===== src/design/gda_pkg.sv =====
// Types, constants and calendar tables of the Gregorian date unit.
package gda_pkg;

  // Range limits of the calendar and of the shift count.
  localparam int unsigned YEAR_MAX  = 9999;
  localparam int unsigned SHIFT_MAX = 65535;

  // Field widths.
  localparam int unsigned CMD_W   = 3;
  localparam int unsigned DAY_W   = 5;
  localparam int unsigned MONTH_W = 4;
  localparam int unsigned YEAR_W  = 14;
  localparam int unsigned SHIFT_W = 16;
  localparam int unsigned DOY_W   = 9;
  localparam int unsigned GAP_W   = 22;

  // Stream payload sizes.
  localparam int unsigned IN_FIELDS_W  = 65;
  localparam int unsigned IN_DATA_W    = 72;
  localparam int unsigned OUT_FIELDS_W = 59;
  localparam int unsigned OUT_DATA_W   = 64;

  // Day counts of the Gregorian cycles.
  localparam int unsigned DAYS_400Y = 146097;
  localparam int unsigned DAYS_100Y = 36524;
  localparam int unsigned DAYS_4Y   = 1461;
  localparam int unsigned DAYS_1Y   = 365;

  // x / 25 == (x * RECIP_25) >> RECIP_SHIFT, exact for x below 4096.
  localparam int unsigned RECIP_25    = 2622;
  localparam int unsigned RECIP_SHIFT = 16;

  // Serial day number of 31 December of the last year.
  localparam int unsigned YEAR_PREV   = YEAR_MAX - 1;
  localparam bit          LEAP_AT_MAX = ((YEAR_MAX % 4) == 0) &&
                                        (((YEAR_MAX % 100) != 0) || ((YEAR_MAX % 400) == 0));
  localparam int unsigned TOP_SERIAL  = YEAR_PREV * 365 + YEAR_PREV / 4 - YEAR_PREV / 100 +
                                        YEAR_PREV / 400 + (LEAP_AT_MAX ? 366 : 365);

  // Serial width covers the last day plus the largest shift, and the saturated gap.
  localparam int unsigned SERIAL_W_RAW = $clog2(TOP_SERIAL + SHIFT_MAX + 2);
  localparam int unsigned SERIAL_W     = (SERIAL_W_RAW > GAP_W + 1) ? SERIAL_W_RAW : GAP_W + 1;
  localparam int unsigned GAP_SAT      = (1 << GAP_W) - 1;
  localparam int unsigned YACC_W       = $clog2(YEAR_MAX + 1);
  localparam int unsigned SHIFT_CAP    = (SHIFT_MAX < 65535) ? SHIFT_MAX : 65535;

  // Request commands.
  typedef enum logic [CMD_W-1:0] {
    CMD_NEXT = 3'd0,
    CMD_PREV = 3'd1,
    CMD_ADD  = 3'd2,
    CMD_SUB  = 3'd3,
    CMD_GAP  = 3'd4
  } gda_cmd_e;

  // Datapath operations issued by the controller.
  typedef enum logic [3:0] {
    DP_NOP,
    DP_LOAD,
    DP_EVAL_A,
    DP_EVAL_B,
    DP_CALC,
    DP_STEP_400,
    DP_STEP_100,
    DP_STEP_4,
    DP_STEP_1,
    DP_STEP_MON,
    DP_FINISH
  } dp_op_e;

  // Controller states.
  typedef enum logic [3:0] {
    ST_IDLE,
    ST_MAIN_A,
    ST_MAIN_B,
    ST_OTHER_A,
    ST_OTHER_B,
    ST_CALC,
    ST_Y400,
    ST_Y100,
    ST_Y4,
    ST_Y1,
    ST_MONTH,
    ST_DONE
  } gda_state_e;

  // Request fields, first field in the lowest bits.
  typedef struct packed {
    logic [YEAR_W-1:0]  other_year;
    logic [MONTH_W-1:0] other_month;
    logic [DAY_W-1:0]   other_day;
    logic [SHIFT_W-1:0] shift_count;
    logic [YEAR_W-1:0]  year;
    logic [MONTH_W-1:0] month;
    logic [DAY_W-1:0]   day;
    logic [CMD_W-1:0]   command;
  } gda_req_t;

  // Result fields, first field in the lowest bits.
  typedef struct packed {
    logic               date_error;
    logic               is_leap;
    logic               is_equal;
    logic               is_earlier;
    logic               is_later;
    logic [GAP_W-1:0]   day_gap;
    logic [DOY_W-1:0]   day_of_year;
    logic [YEAR_W-1:0]  result_year;
    logic [MONTH_W-1:0] result_month;
    logic [DAY_W-1:0]   result_day;
  } gda_res_t;

  // Controller to datapath.
  typedef struct packed {
    dp_op_e op;
    logic   sel_other;
  } dp_ctrl_t;

  // Datapath to controller.
  typedef struct packed {
    logic date_ok;
    logic cmd_ok;
    logic is_gap;
    logic range_err;
    logic step_more;
    logic out_free;
  } dp_stat_t;

  // Length of a month; zero for a month code outside 1 to 12.
  function automatic logic [DAY_W-1:0] month_len(input logic [MONTH_W-1:0] m,
                                                 input logic leap);
    case (m)
      4'd2:                                    return leap ? 5'd29 : 5'd28;
      4'd4, 4'd6, 4'd9, 4'd11:                 return 5'd30;
      4'd1, 4'd3, 4'd5, 4'd7, 4'd8, 4'd10, 4'd12: return 5'd31;
      default:                                 return 5'd0;
    endcase
  endfunction

  // Days before the first of a month in a common year.
  function automatic logic [DOY_W-1:0] cum_days(input logic [MONTH_W-1:0] m);
    case (m)
      4'd1:    return 9'd0;
      4'd2:    return 9'd31;
      4'd3:    return 9'd59;
      4'd4:    return 9'd90;
      4'd5:    return 9'd120;
      4'd6:    return 9'd151;
      4'd7:    return 9'd181;
      4'd8:    return 9'd212;
      4'd9:    return 9'd243;
      4'd10:   return 9'd273;
      4'd11:   return 9'd304;
      4'd12:   return 9'd334;
      default: return 9'd0;
    endcase
  endfunction

endpackage


===== src/design/gda_ctrl.sv =====
// Controller state machine of the Gregorian date unit.
module gda_ctrl (
  input  logic               clk_i,
  input  logic               rst_ni,
  input  logic               in_valid_i,
  output logic               in_ready_o,
  input  gda_pkg::dp_stat_t  stat_i,
  output gda_pkg::dp_ctrl_t  ctrl_o
);

  gda_pkg::gda_state_e state_q, state_d;

  // State register.
  always_ff @(posedge clk_i or negedge rst_ni) begin
    if (!rst_ni) begin
      state_q <= gda_pkg::ST_IDLE;
    end else begin
      state_q <= state_d;
    end
  end

  // Next state.
  always_comb begin
    state_d = state_q;
    case (state_q)
      gda_pkg::ST_IDLE: begin
        if (in_valid_i) state_d = gda_pkg::ST_MAIN_A;
      end
      gda_pkg::ST_MAIN_A: state_d = gda_pkg::ST_MAIN_B;
      gda_pkg::ST_MAIN_B: begin
        if (!stat_i.cmd_ok || !stat_i.date_ok) begin
          state_d = gda_pkg::ST_DONE;
        end else if (stat_i.is_gap) begin
          state_d = gda_pkg::ST_OTHER_A;
        end else begin
          state_d = gda_pkg::ST_CALC;
        end
      end
      gda_pkg::ST_OTHER_A: state_d = gda_pkg::ST_OTHER_B;
      gda_pkg::ST_OTHER_B: begin
        state_d = stat_i.date_ok ? gda_pkg::ST_CALC : gda_pkg::ST_DONE;
      end
      gda_pkg::ST_CALC: begin
        state_d = stat_i.range_err ? gda_pkg::ST_DONE : gda_pkg::ST_Y400;
      end
      gda_pkg::ST_Y400: begin
        if (!stat_i.step_more) state_d = gda_pkg::ST_Y100;
      end
      gda_pkg::ST_Y100: begin
        if (!stat_i.step_more) state_d = gda_pkg::ST_Y4;
      end
      gda_pkg::ST_Y4: begin
        if (!stat_i.step_more) state_d = gda_pkg::ST_Y1;
      end
      gda_pkg::ST_Y1: begin
        if (!stat_i.step_more) state_d = gda_pkg::ST_MONTH;
      end
      gda_pkg::ST_MONTH: begin
        if (!stat_i.step_more) state_d = gda_pkg::ST_DONE;
      end
      gda_pkg::ST_DONE: begin
        if (stat_i.out_free) state_d = gda_pkg::ST_IDLE;
      end
      default: state_d = gda_pkg::ST_IDLE;
    endcase
  end

  // Datapath commands and input handshake.
  always_comb begin
    in_ready_o       = 1'b0;
    ctrl_o.op        = gda_pkg::DP_NOP;
    ctrl_o.sel_other = 1'b0;
    case (state_q)
      gda_pkg::ST_IDLE: begin
        in_ready_o = 1'b1;
        if (in_valid_i) ctrl_o.op = gda_pkg::DP_LOAD;
      end
      gda_pkg::ST_MAIN_A:  ctrl_o.op = gda_pkg::DP_EVAL_A;
      gda_pkg::ST_MAIN_B:  ctrl_o.op = gda_pkg::DP_EVAL_B;
      gda_pkg::ST_OTHER_A: begin
        ctrl_o.op        = gda_pkg::DP_EVAL_A;
        ctrl_o.sel_other = 1'b1;
      end
      gda_pkg::ST_OTHER_B: begin
        ctrl_o.op        = gda_pkg::DP_EVAL_B;
        ctrl_o.sel_other = 1'b1;
      end
      gda_pkg::ST_CALC:  ctrl_o.op = gda_pkg::DP_CALC;
      gda_pkg::ST_Y400:  ctrl_o.op = gda_pkg::DP_STEP_400;
      gda_pkg::ST_Y100:  ctrl_o.op = gda_pkg::DP_STEP_100;
      gda_pkg::ST_Y4:    ctrl_o.op = gda_pkg::DP_STEP_4;
      gda_pkg::ST_Y1:    ctrl_o.op = gda_pkg::DP_STEP_1;
      gda_pkg::ST_MONTH: ctrl_o.op = gda_pkg::DP_STEP_MON;
      gda_pkg::ST_DONE: begin
        if (stat_i.out_free) ctrl_o.op = gda_pkg::DP_FINISH;
      end
      default: ctrl_o.op = gda_pkg::DP_NOP;
    endcase
  end

endmodule


===== src/design/gda_datapath.sv =====
// Datapath of the Gregorian date unit: date check, serial numbers and date rebuild.
module gda_datapath (
  input  logic                              clk_i,
  input  logic                              rst_ni,
  input  gda_pkg::dp_ctrl_t                 ctrl_i,
  output gda_pkg::dp_stat_t                 stat_o,
  input  logic [gda_pkg::IN_DATA_W-1:0]     req_data_i,
  input  logic                              out_ready_i,
  output logic                              out_valid_o,
  output logic [gda_pkg::OUT_DATA_W-1:0]    out_data_o
);

  localparam int unsigned SW = gda_pkg::SERIAL_W;

  gda_pkg::gda_req_t req_in, req_q;

  // Per-date evaluation registers.
  logic [gda_pkg::YEAR_W-1:0] p_q;
  logic [22:0]                p365_q;
  logic [7:0]                 q100_q;
  logic [7:0]                 q400_q;
  logic                       main_ok_q, other_ok_q, leap_q;
  logic [gda_pkg::DOY_W-1:0]  doy_q;
  logic [SW-1:0]              s_q, o_q;

  // Gap results.
  logic [gda_pkg::GAP_W-1:0]  gap_q;
  logic                       later_q, earlier_q, equal_q;

  // Date rebuild registers.
  logic [SW-1:0]                   n_q;
  logic [1:0]                      cent_q;
  logic [4:0]                      quad_q;
  logic [1:0]                      yr_q;
  logic [gda_pkg::YACC_W-1:0]      yacc_q;
  logic [gda_pkg::MONTH_W-1:0]     mon_q;

  gda_pkg::gda_res_t out_q, res;
  logic              out_valid_q;

  // Request unpacking with the shift count clamped.
  always_comb begin
    req_in = gda_pkg::gda_req_t'(req_data_i[gda_pkg::IN_FIELDS_W-1:0]);
    if (32'(req_in.shift_count) > gda_pkg::SHIFT_CAP) begin
      req_in.shift_count = gda_pkg::SHIFT_W'(gda_pkg::SHIFT_CAP);
    end
  end

  // Date under evaluation.
  logic [gda_pkg::DAY_W-1:0]   sel_day;
  logic [gda_pkg::MONTH_W-1:0] sel_month;
  logic [gda_pkg::YEAR_W-1:0]  sel_year;
  assign sel_day   = ctrl_i.sel_other ? req_q.other_day   : req_q.day;
  assign sel_month = ctrl_i.sel_other ? req_q.other_month : req_q.month;
  assign sel_year  = ctrl_i.sel_other ? req_q.other_year  : req_q.year;

  // First evaluation step: years before, times 365, and century quotients.
  logic [gda_pkg::YEAR_W-1:0] p_new;
  logic [23:0]                prod100, prod400;
  assign p_new   = sel_year - gda_pkg::YEAR_W'(1);
  assign prod100 = 24'(p_new[13:2]) * 24'(gda_pkg::RECIP_25);
  assign prod400 = 24'(p_new[13:4]) * 24'(gda_pkg::RECIP_25);

  // Second evaluation step: leap year, validity, day of year and serial number.
  logic [gda_pkg::YEAR_W-1:0]  r100, r400;
  logic                        eval_leap, eval_ok;
  logic [gda_pkg::DAY_W-1:0]   eval_len;
  logic [gda_pkg::DOY_W-1:0]   eval_doy;
  logic [SW-1:0]               eval_serial;
  always_comb begin
    r100      = p_q - gda_pkg::YEAR_W'(16'(q100_q) * 16'd100);
    r400      = p_q - gda_pkg::YEAR_W'(16'(q400_q) * 16'd400);
    eval_leap = (p_q[1:0] == 2'b11) && ((r100 != 14'd99) || (r400 == 14'd399));
    eval_len  = gda_pkg::month_len(sel_month, eval_leap);
    eval_ok   = (sel_year != '0) && (32'(sel_year) <= gda_pkg::YEAR_MAX) &&
                (sel_month >= 4'd1) && (sel_month <= 4'd12) &&
                (sel_day != '0) && (sel_day <= eval_len);
    eval_doy  = gda_pkg::cum_days(sel_month) + gda_pkg::DOY_W'(sel_day) +
                gda_pkg::DOY_W'(eval_leap && (sel_month > 4'd2));
    eval_serial = SW'(p365_q) + SW'(p_q[13:2]) - SW'(q100_q) + SW'(q400_q) + SW'(eval_doy);
  end

  // Target serial number and range check.
  logic          cmd_ok, is_gap, go_back, range_err;
  logic [SW-1:0] amt, t_fwd, t_back, t_new;
  always_comb begin
    cmd_ok  = (req_q.command <= gda_pkg::CMD_GAP);
    is_gap  = (req_q.command == gda_pkg::CMD_GAP);
    go_back = (req_q.command == gda_pkg::CMD_PREV) || (req_q.command == gda_pkg::CMD_SUB);
    case (req_q.command)
      gda_pkg::CMD_NEXT, gda_pkg::CMD_PREV: amt = SW'(1);
      gda_pkg::CMD_ADD, gda_pkg::CMD_SUB:   amt = SW'(req_q.shift_count);
      default:                              amt = '0;
    endcase
    t_fwd     = s_q + amt;
    t_back    = s_q - amt;
    t_new     = go_back ? t_back : t_fwd;
    range_err = go_back ? (amt >= s_q) : (t_fwd > SW'(gda_pkg::TOP_SERIAL));
  end

  // Distance between the two dates.
  logic [SW-1:0] span;
  assign span = (s_q > o_q) ? (s_q - o_q) : (o_q - s_q);

  // Leap flag of the rebuilt year, from its place in the cycles.
  logic leap_res;
  assign leap_res = (yr_q == 2'd3) && ((quad_q != 5'd24) || (cent_q == 2'd3));

  // Subtraction step of the rebuild loops.
  logic [SW-1:0] step_k;
  logic          step_cap, step_more;
  always_comb begin
    step_k   = '0;
    step_cap = 1'b0;
    case (ctrl_i.op)
      gda_pkg::DP_STEP_400: step_k = SW'(gda_pkg::DAYS_400Y);
      gda_pkg::DP_STEP_100: begin
        step_k   = SW'(gda_pkg::DAYS_100Y);
        step_cap = (cent_q == 2'd3);
      end
      gda_pkg::DP_STEP_4: step_k = SW'(gda_pkg::DAYS_4Y);
      gda_pkg::DP_STEP_1: begin
        step_k   = SW'(gda_pkg::DAYS_1Y);
        step_cap = (yr_q == 2'd3);
      end
      gda_pkg::DP_STEP_MON: begin
        step_k   = SW'(gda_pkg::month_len(mon_q, leap_res));
        step_cap = (mon_q == 4'd12);
      end
      default: step_cap = 1'b1;
    endcase
    step_more = !step_cap && (n_q >= step_k);
  end

  // Result assembly.
  always_comb begin
    res = '0;
    if (!cmd_ok || !main_ok_q) begin
      res.date_error = 1'b1;
    end else begin
      res.day_of_year = doy_q;
      res.is_leap     = leap_q;
      if (is_gap && !other_ok_q) begin
        res.date_error = 1'b1;
      end else begin
        if (is_gap) begin
          res.day_gap    = gap_q;
          res.is_later   = later_q;
          res.is_earlier = earlier_q;
          res.is_equal   = equal_q;
        end
        if (range_err) begin
          res.date_error = 1'b1;
        end else begin
          res.result_day   = n_q[gda_pkg::DAY_W-1:0] + gda_pkg::DAY_W'(1);
          res.result_month = mon_q;
          res.result_year  = gda_pkg::YEAR_W'(yacc_q);
        end
      end
    end
  end

  // Payload registers.
  always_ff @(posedge clk_i) begin
    case (ctrl_i.op)
      gda_pkg::DP_LOAD: req_q <= req_in;
      gda_pkg::DP_EVAL_A: begin
        p_q    <= p_new;
        p365_q <= 23'(p_new) * 23'(gda_pkg::DAYS_1Y);
        q100_q <= prod100[23:gda_pkg::RECIP_SHIFT];
        q400_q <= prod400[23:gda_pkg::RECIP_SHIFT];
      end
      gda_pkg::DP_EVAL_B: begin
        if (ctrl_i.sel_other) begin
          other_ok_q <= eval_ok;
          o_q        <= eval_serial;
        end else begin
          main_ok_q <= eval_ok;
          leap_q    <= eval_leap;
          doy_q     <= eval_doy;
          s_q       <= eval_serial;
        end
      end
      gda_pkg::DP_CALC: begin
        n_q       <= t_new - SW'(1);
        cent_q    <= '0;
        quad_q    <= '0;
        yr_q      <= '0;
        yacc_q    <= gda_pkg::YACC_W'(1);
        mon_q     <= gda_pkg::MONTH_W'(1);
        gap_q     <= (span > SW'(gda_pkg::GAP_SAT)) ? gda_pkg::GAP_W'(gda_pkg::GAP_SAT)
                                                   : span[gda_pkg::GAP_W-1:0];
        later_q   <= (s_q > o_q);
        earlier_q <= (s_q < o_q);
        equal_q   <= (s_q == o_q);
      end
      gda_pkg::DP_STEP_400: begin
        if (step_more) begin
          n_q    <= n_q - step_k;
          yacc_q <= yacc_q + gda_pkg::YACC_W'(400);
        end
      end
      gda_pkg::DP_STEP_100: begin
        if (step_more) begin
          n_q    <= n_q - step_k;
          cent_q <= cent_q + 2'd1;
          yacc_q <= yacc_q + gda_pkg::YACC_W'(100);
        end
      end
      gda_pkg::DP_STEP_4: begin
        if (step_more) begin
          n_q    <= n_q - step_k;
          quad_q <= quad_q + 5'd1;
          yacc_q <= yacc_q + gda_pkg::YACC_W'(4);
        end
      end
      gda_pkg::DP_STEP_1: begin
        if (step_more) begin
          n_q    <= n_q - step_k;
          yr_q   <= yr_q + 2'd1;
          yacc_q <= yacc_q + gda_pkg::YACC_W'(1);
        end
      end
      gda_pkg::DP_STEP_MON: begin
        if (step_more) begin
          n_q   <= n_q - step_k;
          mon_q <= mon_q + gda_pkg::MONTH_W'(1);
        end
      end
      gda_pkg::DP_FINISH: out_q <= res;
      default: ;
    endcase
  end

  // Output register valid flag.
  always_ff @(posedge clk_i or negedge rst_ni) begin
    if (!rst_ni) begin
      out_valid_q <= 1'b0;
    end else if (ctrl_i.op == gda_pkg::DP_FINISH) begin
      out_valid_q <= 1'b1;
    end else if (out_ready_i) begin
      out_valid_q <= 1'b0;
    end
  end

  // Status back to the controller.
  assign stat_o.date_ok   = eval_ok;
  assign stat_o.cmd_ok    = cmd_ok;
  assign stat_o.is_gap    = is_gap;
  assign stat_o.range_err = range_err;
  assign stat_o.step_more = step_more;
  assign stat_o.out_free  = !out_valid_q || out_ready_i;

  assign out_valid_o = out_valid_q;
  assign out_data_o  = {{(gda_pkg::OUT_DATA_W - gda_pkg::OUT_FIELDS_W){1'b0}}, out_q};

endmodule


===== src/design/gregorian_date_arithmetic_top.sv =====
// Top level of the Gregorian date unit.
//
//   Channel  Direction  Handshake                    Payload
//   s_axis   in         s_axis_tvalid/s_axis_tready  one date request per transfer
//   m_axis   out        m_axis_tvalid/m_axis_tready  one date result per request
//
// One request is worked on at a time. After acceptance the result is offered after the check
// that fails for a bad command or main date, a shift out of range or a gap with a bad second
// date, and otherwise after the rebuild loops that peel 400-year, 100-year, 4-year, 1-year
// and month spans off the serial day number with one subtraction per cycle.
// The next request is taken in the cycle after the result is loaded. Reset clears the controller
// and the output valid flag; a stalled result holds the next one back, not the next request.
module gregorian_date_arithmetic_top (
  input  logic                           clk_i,
  input  logic                           rst_ni,
  input  logic                           s_axis_tvalid,
  output logic                           s_axis_tready,
  // command, day, month, year, shift_count, other_day, other_month, other_year, zero pad
  input  logic [gda_pkg::IN_DATA_W-1:0]  s_axis_tdata,
  output logic                           m_axis_tvalid,
  input  logic                           m_axis_tready,
  // result_day, result_month, result_year, day_of_year, day_gap, is_later,
  // is_earlier, is_equal, is_leap, date_error, zero pad
  output logic [gda_pkg::OUT_DATA_W-1:0] m_axis_tdata
);

  gda_pkg::dp_ctrl_t ctrl;
  gda_pkg::dp_stat_t stat;

  // Sequencer.
  gda_ctrl u_ctrl (
    .clk_i      (clk_i),
    .rst_ni     (rst_ni),
    .in_valid_i (s_axis_tvalid),
    .in_ready_o (s_axis_tready),
    .stat_i     (stat),
    .ctrl_o     (ctrl)
  );

  // Arithmetic and result register.
  gda_datapath u_datapath (
    .clk_i       (clk_i),
    .rst_ni      (rst_ni),
    .ctrl_i      (ctrl),
    .stat_o      (stat),
    .req_data_i  (s_axis_tdata),
    .out_ready_i (m_axis_tready),
    .out_valid_o (m_axis_tvalid),
    .out_data_o  (m_axis_tdata)
  );

endmodule


===== config.mk =====
export PLATFORM = sky130hd
export DESIGN_NAME = gregorian_date_arithmetic_top
export DESIGN_NICKNAME = d
export VERILOG_FILES = /design/src/design/gda_pkg.sv /design/src/design/gda_ctrl.sv /design/src/design/gda_datapath.sv /design/src/design/gregorian_date_arithmetic_top.sv
export SDC_FILE = /design/constraint.sdc
export NUM_CORES = 1
export LEC_CHECK = 0
export BUFFER_PORTS_ARGS = -buffer_cell sky130_fd_sc_hd__buf_4
export CORE_ASPECT_RATIO = 1.4
export CORE_MARGIN = 2
export CORE_UTILIZATION = 56
export CTS_CLUSTER_SIZE = 12
export DETAILED_ROUTE_END_ITERATION = 16
export PLACE_DENSITY_LB_ADDON = 0.08
export SYNTH_ARGS = -nofsm -noshare
export SYNTH_HDL_FRONTEND = slang
export SYNTH_SLANG_ARGS = --single-unit

===== constraint.sdc =====
create_clock -name clk_i -period 19.7 [get_ports clk_i]
set_input_delay 3.94 -clock clk_i [delete_from_list [all_inputs] [get_ports clk_i]]
set_output_delay 3.94 -clock clk_i [all_outputs]
set_load 0.02 [all_outputs]

### Word level (Yosys, flattened, before mapping)

Memory sizes are Yosys's and may differ from the RTL's.
Cells that the tools add are included.
W data, S select, Z words.

| storage, ports and cells | value |
|---|---|
| register bits after elaboration | 313 |
| bits in read-only memories | 144 |
| input bits | 76 |
| output and inout bits | 66 |
| word-level logic and storage cells | 257 |
| memories kept | 1 |

| cells by class | value |
|---|---|
| add/sub/neg operators | 24 |
| $mul | 5 |
| order comparisons | 12 |
| equality and inequality tests | 69 |
| mux-type cells | 48 |
| bitwise gates (word level) | 2 |
| reductions and logical operators | 56 |

Memories:

| name | depth | width | read ports | clocked after Yosys merged registers in | wr ports | line | text |
|---|---|---|---|---|---|---|---|
| (name not given) | 16 | 9 | 1 | 0 | 0 | gda_pkg.sv:142 | `case (m)` |

Operators by type and width:

| operator | count |
|---|---|
| $pmux W18 S5 | 1 |
| $mux W14 | 5 |
| $pmux W14 S5 | 1 |
| $mux W23 | 3 |
| $eq A4 B4 Y1 const B | 17 |
| $eq A4 B3 Y1 const B | 16 |
| $mux W4 | 13 |
| $pmux W4 S12 | 1 |
| $gt A23 B22 Y1 const B | 2 |
| $pmux W23 S2 | 1 |
| $sub A23 B23 Y23 | 2 |
| $pmux W4 S10 | 1 |
| $eq A4 B2 Y1 const B | 8 |
| $pmux W16 S2 | 1 |
| $pmux W5 S3 | 2 |
| $sub A14 B14 Y14 | 2 |
| $add A23 B12 Y23 | 1 |
| $add A23 B16 Y23 | 1 |
| $add A23 B6 Y23 | 1 |
| $add A23 B9 Y23 | 1 |
| $eq A23 B23 Y1 | 1 |
| $ge A16 B23 Y1 | 1 |
| $ge A23 B18 Y1 | 1 |
| $gt A23 B23 Y1 | 1 |
| other kinds (61) | 132 |

### Depth between registers and ports, before layout

Gate-level depths: netlist of run 1.

| depth | value |
|---|---|
| depth after elaboration | 14 |
| gate-level depth with buffers | 44 |
| depth with buffers taken out | 44 |

### Cells and area by module

A second synthesis of run 1 with hierarchy kept.

| second synthesis, totals | value |
|---|---|
| cell total of the unflattened synthesis | 2959 |
| area total of the unflattened synthesis | 29464.5 um^2 |

By module, submodules not included:

| module | instances | cells each | area an instance (um^2) | sequential area each (um^2) |
|---|---|---|---|---|
| gda_datapath | 1 | 2896 | 28972.8 | 9213.8 |
| gda_ctrl | 1 | 63 | 491.7 | 100.1 |

### Worst setup path before layout of run 1

Ideal clock, no wire load.

| timing path | value |
|---|---|
| kind | reg2reg |
| start | register u_datapath.q100_q[2] |
| end | register u_datapath.o_q[19], data pin |
| setup time | 262 ps |
| arrival | 8423 ps |
| data required time | 19438 ps |
| slack | 11014 ps |
| cell stages (with the launch flop) | 38 |
| path buffers | 0 |
| clock period less this slack | 8686 ps |
| cells stage by stage | edfxtp_1 -> ha_1 -> ha_1 -> fa_1 -> ha_1 -> a21oi_1 -> nor2b_1 -> o21a_1 -> nor2_1 -> xor2_1 -> ha_1 -> and2_1 -> a221oi_1 -> o21ai_0 -> mux2i_1 -> a21oi_1 -> nand2_1 -> fa_1 -> (+2 left out) -> inv_1 -> fa_1 -> fa_1 -> inv_1 -> fa_1 -> ha_1 -> inv_1 -> fa_1 -> nor2b_1 -> o21ai_0 -> a21boi_0 -> o21ai_0 -> a21oi_1 -> a211oi_1 -> o41ai_1 -> a21oi_1 -> o21bai_1 -> xnor2_1 |

| between the ends | value |
|---|---|
| cells in the longest elaborated chain, start to end | 8 |
| elaborated cells between the ends (all ways) | 10 |
| those cells by class | 5 x add/sub; 1 x mul; 1 x eq/ne; 3 x reduce/logical |

RTL lines:

| element | line | text |
|---|---|---|
| start: declaration | gda_datapath.sv:20 | `logic [7:0] q100_q;` |
| start signal: assignment | gda_datapath.sv:170 | `q100_q <= prod100[23:gda_pkg::RECIP_SHIFT];` |
| $mul A8 B5 Y12 | gda_datapath.sv:71 | `r100 = p_q - gda_pkg::YEAR_W'(16'(q100_q) * 16'd100);` |
| $sub A14 B14 Y14 | gda_datapath.sv:71 |  |
| $ne A14 B7 Y1 | gda_datapath.sv:73 | `eval_leap = (p_q[1:0] == 2'b11) && ((r100 != 14'd99) \|\| (r400 == 14'd399));` |
| $logic_or A1 B1 Y1 | gda_datapath.sv:73 |  |
| $logic_and A1 B1 Y1 | gda_datapath.sv:73 |  |
| named net u_datapath.eval_leap | gda_datapath.sv:66 | `logic eval_leap, eval_ok;` |
| $logic_and A1 B1 Y1 | gda_datapath.sv:79 | `gda_pkg::DOY_W'(eval_leap && (sel_month > 4'd2));` |
| $add A9 B1 Y9 | gda_datapath.sv:78 | `eval_doy = gda_pkg::cum_days(sel_month) + gda_pkg::DOY_W'(sel_day) +` |
| named net u_datapath.eval_doy, one bit | gda_datapath.sv:68 | `logic [gda_pkg::DOY_W-1:0] eval_doy;` |
| $add A23 B9 Y23 | gda_datapath.sv:80 | `eval_serial = SW'(p365_q) + SW'(p_q[13:2]) - SW'(q100_q) + SW'(q400_q) + SW'(eval_doy);` |
| named net u_datapath.eval_serial[19] | gda_datapath.sv:69 | `logic [SW-1:0] eval_serial;` |
| end signal: assignment | gda_datapath.sv:176 | `o_q <= eval_serial;` |
| end: declaration | gda_datapath.sv:24 | `logic [SW-1:0] s_q, o_q;` |

The timed path passes the listed nets, and every way through them passes these cells.
A chain may end at the register's enable or synchronous reset.

### Worst setup path after layout of run 1

| timing path | value |
|---|---|
| start | register u_datapath.q100_q[2] |
| end | register u_datapath.s_q[19], data pin |

| between the ends | value |
|---|---|
| cells in the longest elaborated chain, start to end | 8 |
| elaborated cells between the ends (all ways) | 10 |
| those cells by class | 5 x add/sub; 1 x mul; 1 x eq/ne; 3 x reduce/logical |

RTL lines:

| element | line | text |
|---|---|---|
| $mul A8 B5 Y12 | gda_datapath.sv:71 |  |
| $sub A14 B14 Y14 | gda_datapath.sv:71 |  |
| $ne A14 B7 Y1 | gda_datapath.sv:73 |  |
| $logic_or A1 B1 Y1 | gda_datapath.sv:73 |  |
| $logic_and A1 B1 Y1 | gda_datapath.sv:73 |  |
| named net u_datapath.eval_leap | gda_datapath.sv:66 |  |
| $logic_and A1 B1 Y1 | gda_datapath.sv:79 |  |
| $add A9 B1 Y9 | gda_datapath.sv:78 |  |
| $add A23 B9 Y23 | gda_datapath.sv:80 |  |
| named net u_datapath.eval_serial[19] | gda_datapath.sv:69 |  |
| end signal: assignment | gda_datapath.sv:181 | `s_q <= eval_serial;` |
| end: declaration | gda_datapath.sv:24 |  |

The timed path passes the listed nets, and every way through them passes these cells.

==> summary.md, run 1 <==
| Metric | Value |
|---|---|
| CTS tree | `yes` |
| Setup Viol. Count Final | `0` |
| Slew Limit Fails | `0` |
| Final TNS setup | `0 ps` |
| Multi-input gate area in the final layout | `18300 um^2` |
| WL/cell | `around 19 um` |
| First-pass GRT wire length | `114 mm` |
| Final hold vios | `0` |
| Register area | `9310 um^2` |
| Area Growth Syn to Fin | `9.28%` |
| Worst setup path category | `reg -> reg` |
| Final period util | `between 50% and 60%` |
| Yosys warns | `0` |
| ANT cells | `0` |
| Ys async rst share | `1.61%` |
| Core area | `52100 um^2` |
| Cts repair resizes | `0` |
| Antenna viol nets, final | `0` |
| WHS Path Cells | `1` |
| Synth Instances | `2970` |
| Number of port buffers | `about 130` |
| RePlAce Congestion | `~0.96` |
| Critical Path AT | `10510 ps` |
| Startpoint type of the worst setup path | `register` |
| Max Freq | `~0.098 GHz` |
| Vias in the first global route | `21900` |
| Buf/Inv on CP | `3` |
| GRT Util Overall | `26.9%` |
| Number of flops mapped to enable cells by yosys | `306` |
| R2R depth | `41` |
| Share of layout cells above drive strength 1 | `approximately 9%` |
| Hold Startpoint | `u_datapath.gap_q[19]` |
| Total CTS buffers | `35` |
| Count leader, synth | `ha_1` |
| Post-synthesis sequential area ratio | `31.5%` |
| Die area | `~55000 um^2` |
| Hold Crit Class | `reg -> reg` |
| WHS Endpoint | `u_datapath.out_data_o[51]` |
| CP top delay family | `adder cells` |
| Crit-path slowest cell | `o41ai_1` |
| Most frequent cells after synthesis | `ha_1 (419), inv_1 (403), edfxtp_1 (306)` |
| Initial DRT Pass Iterations | `7` |
| Clock Latency Late Sink | `540 ps` |
| Die Height | `276 um` |
| Largest net degree at the start of global routing | `66` |
| Initial Utilization | `a little under three fifths` |
| RSZ-0062 raised after global routing | `false` |
| Vias/cell | `a little under 6` |
| Initial antenna violation count | `0` |
| Max Buffers Root-to-Sink | `3` |
| Post-CTS Hold Fix Bufs | `0` |
| #FFs+latches synth | `311` |
| Crit path time final | `10230 ps` |
| IO Count | `between 100 and 150` |
| Setup bufs post-CTS | `0` |
| Detailed-route via count | `~22000` |
| Clock root buffer | `clkbuf_16` |
| 1st-iter DRT viols | `~1100` |
| DRC violations left | `0` |
| Final hold slack | `~510 ps` |
| CP Capture Type | `register` |
| R2r startpoint | `u_datapath.q100_q[2]` |
| Flop2flop setup slack | `9470 ps` |
| Synth top area share | `31.1%` |
| Slew margin rel. | `between 10% and 20%` |
| Worst-path clk slew | `60 ps` |
| Worst endpoint required time | `roughly 20000 ps` |
| Maxcap violations | `0` |
| Area contributors post-synth | `edfxtp_1 (31%), ha_1 (18%), fa_1 (9.8%)` |
| Pre-CTS WS | `9600 ps` |
| Post-synth top flop | `edfxtp_1` |
| Outcome | `completed` |
| Worst Skew | `13.1 ps` |
| Design Area, Final | `32300 um^2` |
| R2r endpoint | `u_datapath.s_q[19]` |
| Unique masters post-synth | `between 100 and 150` |
| Placed inst area | `31200 um^2` |
| Dpl hpwl | `~59 mm` |
| Worst slew pin tran | `1230 ps` |
| CTS H-tree lvls | `2` |
| Fillcell total | `4362` |
| Crit path max fanout | `4` |
| Chip width | `198 um` |
| Final wirelength | `72.8 mm` |
| Worst setup margin | `9470 ps` |
| Cell taking the most area after synthesis | `edfxtp_1` |
| Nets | `~3700` |
| Row count | `99` |
| CTS sink count | `311` |
| Largest stage delay, worst path | `670 ps` |
| Post-Syn Area | `29500 um^2` |
| Syn_area_per_cell | `a little under 10 um^2` |
| Grt ovf | `0` |
==> cell families (layout without fill, tap and decap cells) <==
logic type	after synthesis	in the layout	synth area share, %
adders and majority gates	563	563	27.5
AOI/OAI and AO/OA	614	614	13.9
xor gates and xnor gates	181	181	5.42
buffers and inverters	492	616	6.81
muxes	45	45	1.59
other	1	5	0.0127
and+or+nand+nor	763	763	13.2
DFF	311	311	31.5
==> routing by layer <==
metal	vias to the layer above	part of all wire (%)	global-route usage, %
li1	10700	-	-
met1	10700	38	30.4
met2	585	52	49.9
met3	179	3.5	2.37
met5	-	0	0
met4	0	6.0	14.8
==> metrics by stage <==
step	utilization, %	cells
after detailed placement	59.8	3753
after global routing	61.9	3805
final	61.9	3805
after floorplan	-	2974
after global placement	59.8	3753
after CTS	61.9	3805
==> worst reg2reg max path: cells and delay by family, from the launching register on <==
kind            cells  cell delay (ps)
fa+ha+maj          11             3800
compound gates     15             3700
simple gates        8             1170
flops               1              470
xor+xnor            3              450
buf+inv             3              230
mux                 1              150
==> layout by cell type (no fill, tap or decap), types with 11 or more instances in the layout <==
cell type	count
ha_1	419
inv_1	403
edfxtp_1	306
nand2_1	178
nor2_1	167
buf_4	157
a21oi_1	150
fa_1	144
o21ai_0	127
xnor2_1	113
xor2_1	65
and2_1	63
nand3_1	60
a21o_1	59
nor3_1	58
nor2b_1	38
clkbuf_16	37
and3_1	36
mux2i_1	30
nand2b_1	29
o21a_1	28
or3_1	27
a211oi_1	25
nand4_1	25
o211ai_1	24
a31oi_1	19
o21bai_1	17
or2_2	15
mux2_2	15
o31ai_1	14
a21boi_0	13
o22ai_1	12
o221ai_1	11
==> cell type report <==
cell class	instances	area share [%]
timing repair buffer	157	3.65
clock inverter	9	0.411
multi-input combinational	2171	56.6
sequential	311	28.9
tap	707	2.74
inverter	407	4.74
clock buffer	43	2.94
==> sequential cells by signal, summed over array words and instances (netlist names), 2 cells and up <==
signal / cells
u_datapath.req_q: 65
u_datapath.out_data_o: 59
u_datapath.n_q: 23
u_datapath.o_q: 23
u_datapath.p365_q: 23
u_datapath.s_q: 23
u_datapath.gap_q: 22
u_datapath.yacc_q: 14
u_datapath.p_q: 12
u_datapath.doy_q: 9
u_datapath.q100_q: 8
u_datapath.q400_q: 6
u_datapath.quad_q: 5
u_ctrl.state_q: 4
u_datapath.mon_q: 4
u_datapath.cent_q: 2
u_datapath.yr_q: 2
==> worst max-delay path by stage <==
stage / from / endpoint / slack [ps] / depth (start not counted)
CTS: u_datapath.q100_q[2] / u_datapath.o_q[21] / 9520 / 41
global route: u_datapath.q100_q[2] / u_datapath.o_q[21] / 8900 / 41
global placement: u_datapath.q100_q[2] / u_datapath.o_q[21] / 9780 / 41
finish: u_datapath.q100_q[2] / u_datapath.s_q[19] / 9470 / 41
detailed placement: u_datapath.q100_q[2] / u_datapath.s_q[19] / 9600 / 41
floorplan: u_datapath.q100_q[2] / u_datapath.o_q[19] / 11010 / 37
Power of run 1 is not shown: default switching activity piles up to over one toggle a cycle in this logic, so the estimate is an artifact.
==> run 2: changes to the inputs <==
- clock period: 19.7 -> 8.9 ns (I/O delays scaled with it)
==> summary.md, run 2 (synthesis results as in run 1) <==
| Metric | Value |
|---|---|
| RePlAce Congestion | `0.963` |
| Setup Viol. Count Final | `0` |
| IO Count | `between 100 and 150` |
| Row count | `99` |
| Worst setup path category | `reg -> reg` |
| Clock root buffer | `clkbuf_16` |
| Final hold vios | `0` |
| Grt ovf | `0` |
| Core area | `52100 um^2` |
| Post-CTS Hold Fix Bufs | `0` |
| Nets | `approximately 3800` |
| Most frequent cells in the layout | `ha_1 (398), inv_1 (396), edfxtp_1 (306)` |
| DRC violations left | `0` |
| CTS H-tree lvls | `2` |
| Largest net degree at the start of global routing | `66` |
| First-pass GRT wire length | `118 mm` |
| Initial antenna violation count | `0` |
| Hold Crit Class | `reg -> reg` |
| Vias/cell | `5.76` |
| Dpl hpwl | `between 60 and 70 mm` |
| Final period util | `99.3%` |
| Worst Skew | `23.5 ps` |
| WL/cell | `19.5 um` |
| GRT Util Overall | `27.9%` |
| Detailed-route via count | `22400` |
| Initial DRT Pass Iterations | `5` |
| CP Capture Type | `register` |
| Placed insts | `3828` |
| Total CTS buffers | `35` |
| Crit-path slowest cell | `fa_1` |
| Chip width | `198 um` |
| Die area | `54600 um^2` |
| Fin cells | `approximately 3900` |
| Startpoint type of the worst setup path | `register` |
| Critical Path AT | `slightly above 9000 ps` |
| Number of port buffers | `129` |
| CTS tree | `yes` |
| Fillcell total | `4323` |
| Max Buffers Root-to-Sink | `3` |
| Clock Latency Late Sink | `550 ps` |
| Number of flip-flops in the largest register | `65` |
| Crit path max fanout | `3` |
| Vias in the first global route | `~23000` |
| Final wirelength | `~76 mm` |
| Maxcap violations | `0` |
| Worst-path clk slew | `60 ps` |
| Worst slew pin tran | `1130 ps` |
| Register area | `9310 um^2` |
| ANT cells | `0` |
| Crit path time final | `8840 ps` |
| Commonest non-fill, non-tap cell in the layout | `ha_1` |
| Initial Utilization | `56.6%` |
| Slew Limit Fails | `0` |
| Multi-input gate area in the final layout | `18700 um^2` |
| CTS sink count | `311` |
| Area Growth Syn to Fin | `12.7%` |
| Largest Register | `u_datapath.req_q` |
| Share of layout cells above drive strength 1 | `between 10% and 20%` |
| Slew margin rel. | `approximately a quarter` |
| Largest stage delay, worst path | `approximately 580 ps` |
| Antenna viol nets, final | `0` |
| Worst endpoint required time | `9180 ps` |
| Max Freq | `0.113 GHz` |
| Final core occ | `63.8%` |
| RSZ-0062 raised after global routing | `true` |
| 1st-iter DRT viols | `1044` |
| Outcome | `completed` |
| Die Height | `276 um` |
[run 2: changes by cell type in the layout (fill, tap and decap cells not counted), moves of 7 or more]
cell	before	now
a21oi_1	150	140
a21oi_2	2	12
buf_4	157	243
ha_1	419	398
ha_4	0	17
inv_1	403	396
inv_2	3	10
[run 2: worst paths after layout]
| check | from | end | slack [ps] | depth (start not counted) |
|---|---|---|---|---|
| max | u_datapath.q100_q[2] | u_datapath.s_q[19] | 60 | 39 |
| min | u_datapath.gap_q[0] | u_datapath.out_data_o[32] | 510 | 1 |
| max reg2reg | u_datapath.q100_q[2] | u_datapath.s_q[19] | 60 | 39 |
| min reg2reg | u_datapath.gap_q[0] | u_datapath.out_data_o[32] | 510 | 1 |
| max in group asynchronous | rst_ni | u_ctrl.state_q[1] | 7760 | 1 |
| min in group asynchronous | rst_ni | u_datapath.out_valid_o | 1020 | 1 |
[run 2: through the flow]
stage	area, um^2	hold WS (ps)	setup WS [ps]	TNS [ps]
after floorplan	29500	497	214	0
after global placement	31700	501	-399	-3240
final	33300	509	59.7	0
after CTS	33000	514	10.1	0
after detailed placement	31700	501	-614	-7400
after global routing	33300	537	-235	-1730
[run 2: routing by layer]
layer	vias up	track usage (%)	share of wire, %
met4	0	14.2	5.6
li1	10900	-	-
met1	10800	31.0	37
met2	581	52.8	53
met3	196	2.38	3.5
met5	-	0	0
[run 2: what timing repair did]
action | 4_1_cts | 5_1_grt
resized for setup | 36 | 40
buffers inserted | 6 | 5
setup endpoints to repair | 20 | 18
pin swaps | 34 | 40
[run 2: cell type report]
| cell class | count | share of cell area (%) |
|---|---|---|
| multi-input cells | 2171 | 56.1 |
| flip-flops and latches | 311 | 28.0 |
| repair buffers | 243 | 5.48 |
| inverters | 407 | 4.59 |
| clock buffers | 46 | 2.91 |
| well taps | 707 | 2.66 |
| clock inverters | 8 | 0.241 |
[run 2: worst max-delay path, delay by kind of cell (launching register included)]
kind | cells | cell delay [ps]
adders and majority gates | 12 | 4360
AOI/OAI and AO/OA | 13 | 2150
buffers and inverters | 7 | 720
DFF | 1 | 480
and+or+nand+nor | 4 | 420
xor gates and xnor gates | 2 | 250
muxes | 1 | 160
Power of run 2 is left out for the same reason.
==> run 3: changes to the inputs <==
- CORE_ASPECT_RATIO: 1.4 -> 0.9
==> summary.md, run 3 (synthesis results as in run 1) <==
| Metric | Value |
|---|---|
| Outcome | `completed` |
| Area Growth Syn to Fin | `12.4%` |
| Grt ovf | `0` |
| Hold Crit Class | `reg -> reg` |
| Total CTS buffers | `36` |
| CP startpoint | `u_datapath.q100_q[3]` |
| CP Capture Type | `register` |
| Largest Register | `u_datapath.req_q` |
| Critical Path AT | `9010 ps` |
| R2r startpoint | `u_datapath.q100_q[3]` |
| Post-CTS Hold Fix Bufs | `0` |
| Worst slew pin tran | `1160 ps` |
| Startpoint type of the worst setup path | `register` |
| Initial Utilization | `56.9%` |
| Worst endpoint required time | `slightly above 9000 ps` |
| Flop2flop setup slack | `180 ps` |
| Core area | `51900 um^2` |
| Multi-input gate area in the final layout | `18600 um^2` |
| Antenna viol nets, final | `0` |
| Worst setup path category | `reg -> reg` |
| Largest net degree at the start of global routing | `66` |
| Final period util | `98.0%` |
| DRC violations left | `0` |
| Maxcap violations | `0` |
| Final hold vios | `0` |
| Final wirelength | `74.6 mm` |
| GRT Util Overall | `27.4%` |
| Crit-path slowest cell | `fa_1` |
| Clock root buffer | `clkbuf_16` |
| Setup Viol. Count Final | `0` |
| Most frequent cells in the layout | `ha_1 (403), inv_1 (397), edfxtp_1 (306)` |
| Vias in the first global route | `between 20000 and 25000` |
| R2r endpoint | `u_datapath.s_q[19]` |
| CTS tree | `yes` |
| Fillcell total | `roughly 4200` |
| Crit path max fanout | `3` |
| Number of port buffers | `129` |
| Initial antenna violation count | `0` |
| R2R depth | `39` |
| Dpl hpwl | `between 50 and 60 mm` |
| Largest stage delay, worst path | `560 ps` |
| Number of flip-flops in the largest register | `65` |
| Share of layout cells above drive strength 1 | `13.1%` |
| IO Count | `142` |
| Nets | `around 3800` |
| 1st-iter DRT viols | `1726` |
| Clock Latency Late Sink | `between 500 and 600 ps` |
| Initial DRT Pass Iterations | `6` |
| Row count | `79` |
| Die Height | `between 200 and 250 um` |
| Final hold slack | `about 500 ps` |
| Commonest non-fill, non-tap cell in the layout | `ha_1` |
| Worst-path clk slew | `50 ps` |
| Register area | `slightly above 9000 um^2` |
| Die area | `roughly 55000 um^2` |
| Worst Skew | `21.6 ps` |
| Crit path time final | `8720 ps` |
| Slew margin rel. | `20.4%` |
| CTS H-tree lvls | `2` |
| Max Buffers Root-to-Sink | `3` |
| Final core occ | `64.0%` |
| RePlAce Congestion | `0.939` |
| Max Freq | `roughly 0.11 GHz` |
| Detailed-route via count | `between 20000 and 25000` |
| First-pass GRT wire length | `119 mm` |
| Chip width | `246 um` |
| Vias/cell | `just under 6` |
| Slew Limit Fails | `0` |
| Worst setup path end | `u_datapath.s_q[19]` |
| WL/cell | `19.3 um` |
| CTS sink count | `a little over 300` |
| RSZ-0062 raised after global routing | `true` |
## run 3: cell count changes in the layout (fill, tap and decap cells not counted), sizes merged
cell and delta:
buf -10, clkbuf +1, clkinv +6, clkinvlp +1, diode +1
## run 3: critical path: cells and delay by family, from the launching register on
| family | cells | cell delay, ps |
|---|---|---|
| fa+ha+maj | 12 | 4300 |
| compound gates | 12 | 1860 |
| buf+inv | 7 | 690 |
| simple gates | 5 | 590 |
| flops | 1 | 490 |
| xor+xnor | 2 | 260 |
| mux | 1 | 250 |
## run 3: what timing repair did
action	in CTS	in global routing
pin swaps	13	61
buffers inserted	4	8
setup endpoints to repair	14	22
resized for setup	19	65
## run 3: metal layers
metal  part of all wire (%)  GRT usage, %
met1                     43          36.7
met2                     49          46.6
met3                    4.7          2.70
met4                    3.1          8.62
met5                      0             0
## run 3: stage by stage
step	TNS (ps)	cells	cell area, um^2	setup WS (ps)
2_1_floorplan	0	2974	29500	214
5_1_grt	-1880	3872	33200	-205
4_1_cts	0	3864	32800	8.33
6_report	0	3873	33200	177
3_5_place_dp	-3490	3798	31600	-400
3_3_place_gp	-1910	3798	31600	-235
## run 3: how the worst min path moves through the flow
stage | to | cells past startpoint | from | slack [ps]
finish | u_datapath.out_data_o[50] | 1 | u_datapath.gap_q[18] | 510
global route | u_datapath.out_data_o[55] | 1 | u_datapath.earlier_q | 530
CTS | u_datapath.out_data_o[50] | 1 | u_datapath.gap_q[18] | 520
detailed placement | u_datapath.out_data_o[32] | 1 | u_datapath.gap_q[0] | 500
global placement | u_datapath.out_data_o[48] | 1 | u_datapath.gap_q[16] | 500
floorplan | u_datapath.out_data_o[32] | 1 | u_datapath.gap_q[0] | 500
## run 3: layout make-up
cell class	count	area share, %
clock inverter	15	0.335
antenna	1	0.00754
inverter	407	4.60
tap	688	2.59
multi-input combinational	2171	56.2
sequential	311	28.1
timing repair buffer	233	5.29
clock buffer	47	2.93
Power of run 3 is left out for the same reason.
